===== config.mk =====
export PLATFORM = sky130hd
export DESIGN_NAME = lifo_cell
export DESIGN_NICKNAME = d
export VERILOG_FILES = /design/src/hw/rtl/lifo_pkg.sv /design/src/hw/rtl/lifo_cell.sv
export SDC_FILE = /design/constraint.sdc
export NUM_CORES = 1
export LEC_CHECK = 0
export ABC_AREA = 1
export BUFFER_PORTS_ARGS = -buffer_cell sky130_fd_sc_hd__buf_2
export CAP_MARGIN = 0
export CELL_PAD_IN_SITES_DETAIL_PLACEMENT = 1
export CELL_PAD_IN_SITES_GLOBAL_PLACEMENT = 2
export CORE_MARGIN = 5
export CORE_UTILIZATION = 20
export CTS_BUF_LIST = sky130_fd_sc_hd__clkbuf_8
export CTS_CLUSTER_SIZE = 14
export DETAILED_ROUTE_END_ITERATION = 6
export PLACE_DENSITY_LB_ADDON = 0.1
export SYNTH_ARGS = -nofsm -noshare
export SYNTH_HDL_FRONTEND = slang
export SYNTH_SLANG_ARGS = --single-unit

===== constraint.sdc =====
create_clock -name i_clk -period 2.1 [get_ports i_clk]
set_input_delay 0.525 -clock i_clk [delete_from_list [all_inputs] [get_ports i_clk]]
set_output_delay 0.525 -clock i_clk [all_outputs]
set_load 0.02 [all_outputs]

===== src/hw/rtl/lifo_pkg.sv =====
`default_nettype none

package lifo_pkg;

    localparam int DATA_W        = 32;
    localparam int INDEX_W       = 7;
    localparam int OCC_W         = 8;
    localparam int DEFAULT_DEPTH = 128;

    typedef enum logic [1:0] {
        CMD_PUSH   = 2'd0,
        CMD_POP    = 2'd1,
        CMD_PEEK   = 2'd2,
        CMD_CHANGE = 2'd3
    } t_cmd;

    typedef enum logic [1:0] {
        ST_OK    = 2'd0,
        ST_EMPTY = 2'd1,
        ST_FULL  = 2'd2,
        ST_INDEX = 2'd3
    } t_status;

    typedef struct packed {
        logic push;
        logic pop;
        logic change;
    } t_cell_ctrl;

endpackage

`default_nettype wire


===== src/hw/rtl/lifo_cell.sv =====
`default_nettype none

module lifo_cell #(
    parameter int DEPTH = lifo_pkg::DEFAULT_DEPTH,
    parameter int POS   = 0
) (
    input  wire                                   i_clk,
    input  lifo_pkg::t_cell_ctrl                  i_ctrl,
    input  wire  [$clog2(DEPTH)-1:0]              i_target,
    input  wire  signed [lifo_pkg::DATA_W-1:0]    i_value,
    input  wire  signed [lifo_pkg::DATA_W-1:0]    i_from_up,
    input  wire  signed [lifo_pkg::DATA_W-1:0]    i_from_down,
    output logic signed [lifo_pkg::DATA_W-1:0]    o_data
);
    import lifo_pkg::*;

    localparam int PW = $clog2(DEPTH);

    logic signed [DATA_W-1:0] r_data;
    logic signed [DATA_W-1:0] n_data;

    always_comb begin
        priority if (i_ctrl.push) begin
            n_data = i_from_up;
        end else if (i_ctrl.pop) begin
            n_data = i_from_down;
        end else if (i_ctrl.change && (i_target == PW'(POS))) begin
            n_data = i_value;
        end else begin
            n_data = r_data;
        end
    end

    always_ff @(posedge i_clk) begin
        r_data <= n_data;
    end

    assign o_data = r_data;

endmodule

`default_nettype wire


Word level (Yosys, flattened, before mapping)
Cells that the tools add are included.
Widths: inputs -> output; s select.
{"block": "word_totals", "reg_bits": 32, "input_bits": 107, "out_inout_bits": 32, "word_cells": 7}
{"block": "classes", "n_mux": 3, "n_reduce_logical": 3}
{"op": "$mux 32", "n": 3}
{"op": "$logic_not 7->1", "n": 1}
{"op": "$reduce_bool 3->1", "n": 1}
{"op": "$logic_and 1x1->1", "n": 1}

Depth between registers and ports, before layout
{"block": "logic_depth", "word_depth": 5, "ltp_mapped": 5, "ltp_nobuf": 5}

Worst setup path after synthesis
Ideal clock, no wire load.
{"block": "synth_path", "path_type": "input to register", "startpoint": "input port i_ctrl[1] (netlist bit)", "endpoint": "register r_data[0], in the netlist o_data[0] (enable)", "setup_time_ns": 0.477, "arrival_time_ns": 1.435, "required_time_ns": 1.623, "setup_slack_ns": 0.188, "path_stages": 4, "n_path_buf": 2, "cell_sequence": "buf_6 -> buf_4 -> nor2_1 -> nand2_1"}
{"block": "synth_between", "elab_chain_cells": 1}
{"item": "start: declaration", "line": "lifo_cell.sv:8", "rtl": "input lifo_pkg::t_cell_ctrl i_ctrl,"}
{"item": "$reduce_bool 3->1 (no line)"}
{"item": "end signal: assignment", "line": "lifo_cell.sv:35", "rtl": "r_data <= n_data;"}
{"item": "end: declaration", "line": "lifo_cell.sv:19", "rtl": "logic signed [DATA_W-1:0] r_data;"}
Every way passes these cells.
A chain may end at the register's enable or synchronous reset.

Worst setup path in the final report
{"block": "layout_path", "startpoint": "register r_data[6], in the netlist o_data[6]", "endpoint": "output port o_data[6] (netlist bit)"}
{"item": "end: declaration", "line": "lifo_cell.sv:13", "rtl": "output logic signed [lifo_pkg::DATA_W-1:0] o_data"}
No word-level cell between the ends.

==> results.sh <==
export IMPL_die_x_um=103
export IMPL_path_max_fanout=1
export IMPL_viasPerCell=4.23
export IMPL_yosys_warnings=0
export IMPL_wl_per_cell_um=15.8
export IMPL_hold_start="i_from_up[22]"
export IMPL_largest_reg_flops=32
export IMPL_rows=34
export IMPL_final_max_slew_viol_count=0
export IMPL_final_cells=436
export IMPL_clkTransAtPathRegs_ps=70
export IMPL_path_class="reg -> out"
export IMPL_place_area_um2=2480
export IMPL_cts_buffers=5
export IMPL_setup_viol=0
export IMPL_synth_cells=192
export IMPL_drc=0
export IMPL_rsz0062_at_grt="no"
export IMPL_fmax_mhz=734
export IMPL_cp_startpoint="o_data[6]"
export IMPL_final_common_cell="buf_2"
export IMPL_grt_pass1_wl_um=9950
export IMPL_worstMarginPinSlew_ps=393
export IMPL_grt_antenna_before_repair=0
export IMPL_grt_max_degree=33
export IMPL_hold_path_class="in -> reg"
export IMPL_ys_seq_area_share_pct=55.3
export IMPL_synth_area_um2=1740
export IMPL_ys_types=10
export IMPL_critPathSlowestCell="edfxtp_1"
export IMPL_die_y_um=103
export IMPL_nets=435
export IMPL_path_buf_inv=1
export IMPL_n_antenna_cell=0
export IMPL_cp_cell_sequence="buf_2"
export IMPL_end_kind="output port"
export IMPL_fin_setup_tns_ps=0
export IMPL_gp_routability_congestion=0.756
export IMPL_ys_seq_elements=32
export IMPL_final_cell_mix="138 x buf_2, 59 x a21oi_1, 38 x nand2_1, 35 x nor2_1, 32 x edfxtp_1"
export IMPL_holdBufCountCts=0
export IMPL_finalCritPeriodShare_pct=64.8
export IMPL_cts_max_level=2
export IMPL_ant_nets=0
export IMPL_power_per_cell_area_nw_per_um2=655
export IMPL_grt_pass1_vias=2039
export IMPL_cts_sinks=32
export IMPL_io_buffer_count=138
export IMPL_arrival_ps=840
export IMPL_drt_initial_drc_count=25
export IMPL_cts_tree="done"
export IMPL_drive_above_1_share_pct=47.3
export IMPL_die_area_um2=10700
export IMPL_cts_setup_buffers=0
export IMPL_clockRootBuffer="clkbuf_8"
export IMPL_io_pins=139
export IMPL_start_util_pct=20.2
export IMPL_hold_ws_ps=554
export IMPL_status="complete, no violations"
export IMPL_p_leak_nw=1.22
export IMPL_cts_resized_gates=0
export IMPL_fin_util_pct=29.7
export IMPL_coreArea_um2=8590
export IMPL_min_period_ps=1360
export IMPL_dpl_hpwl_um=5250
export IMPL_first_pass_iters=4
export IMPL_syn_area_per_cell_um2=9.06
export IMPL_overflow=0
export IMPL_critPathLaunchType="flip-flop"
export IMPL_grt_usage_pct=12.3
export IMPL_drv_cap=0
export IMPL_syn_nets=299
export IMPL_hold_viol=0
export IMPL_relSlewSlack_pct=73.8
export IMPL_vias=1844
export IMPL_irDropWorstVdd_mv=0.204
export IMPL_cts_buffer_depth=2
export IMPL_fin_area_um2=2550
export IMPL_placed_cells=429
export IMPL_max_stage_delay_ps=390
export IMPL_required_ps=1570
export IMPL_areaGrowthSynthToFinish_pct=46.9
export IMPL_path_delay_family="flip-flops"
export IMPL_drt_wl_total_um=6900
cells by family (layout without fill, tap and decap cells):
group / after synthesis / count (layout) / share of synthesized area, %
DFF: 32 / 32 / 55.3
AOI/OAI and AO/OA: 64 / 64 / 19.5
and+or+nand+nor: 73 / 73 / 15.8
buffers and inverters: 23 / 159 / 9.50
through the flow:
stage | total power, mW | setup slack, ps
2_1_floorplan | 1.06 | 188
3_3_place_gp | 1.26 | 481
3_5_place_dp | 1.27 | 445
4_1_cts | 1.72 | 714
5_1_grt | 1.78 | 677
6_report | 1.67 | 738
synthesized netlist by cell type:
library cell,count,area (um^2)
clkinv_4,1,8.76
nand2_1,38,143
a21oi_1,59,295
inv_1,7,26.3
edfxtp_1,32,961
inv_4,1,6.26
buf_6,5,56.3
a21oi_2,5,43.8
buf_4,9,67.6
nor2_1,35,131
layout make-up:
type | instances | area (um^2)
Fill cell | 1095 | 6040
Sequential cell | 32 | 961
Timing Repair Buffer | 143 | 728
Multi-Input combinational cell | 137 | 613
Tap cell | 108 | 135
Clock buffer | 5 | 68.8
Inverter | 9 | 41.3
Clock inverter | 2 | 7.51
power breakdown:
group	leakage [nW]	switching, mW	total [mW]	internal, mW
Clock	0.0391	0.217	0.435	0.219
Sequential	0.324	0.0183	0.810	0.792
Combinational	0.858	0.261	0.429	0.168
Total	1.22	0.497	1.67	1.18
path summary, 6_finish.rpt:
path | to | slack [ps] | cells past startpoint
max | o_data[6] | 740 | 1
min | o_data[22] | 550 | 3
per-layer routing:
metal	global-route usage [%]	vias up	share of wire [%]
li1	-	923	-
met1	14.6	841	41
met2	21.5	78	49
met3	4.29	2	9.2
met4	2.99	0	0.59
met5	0	-	0
(Power assumes the default switching activity.)
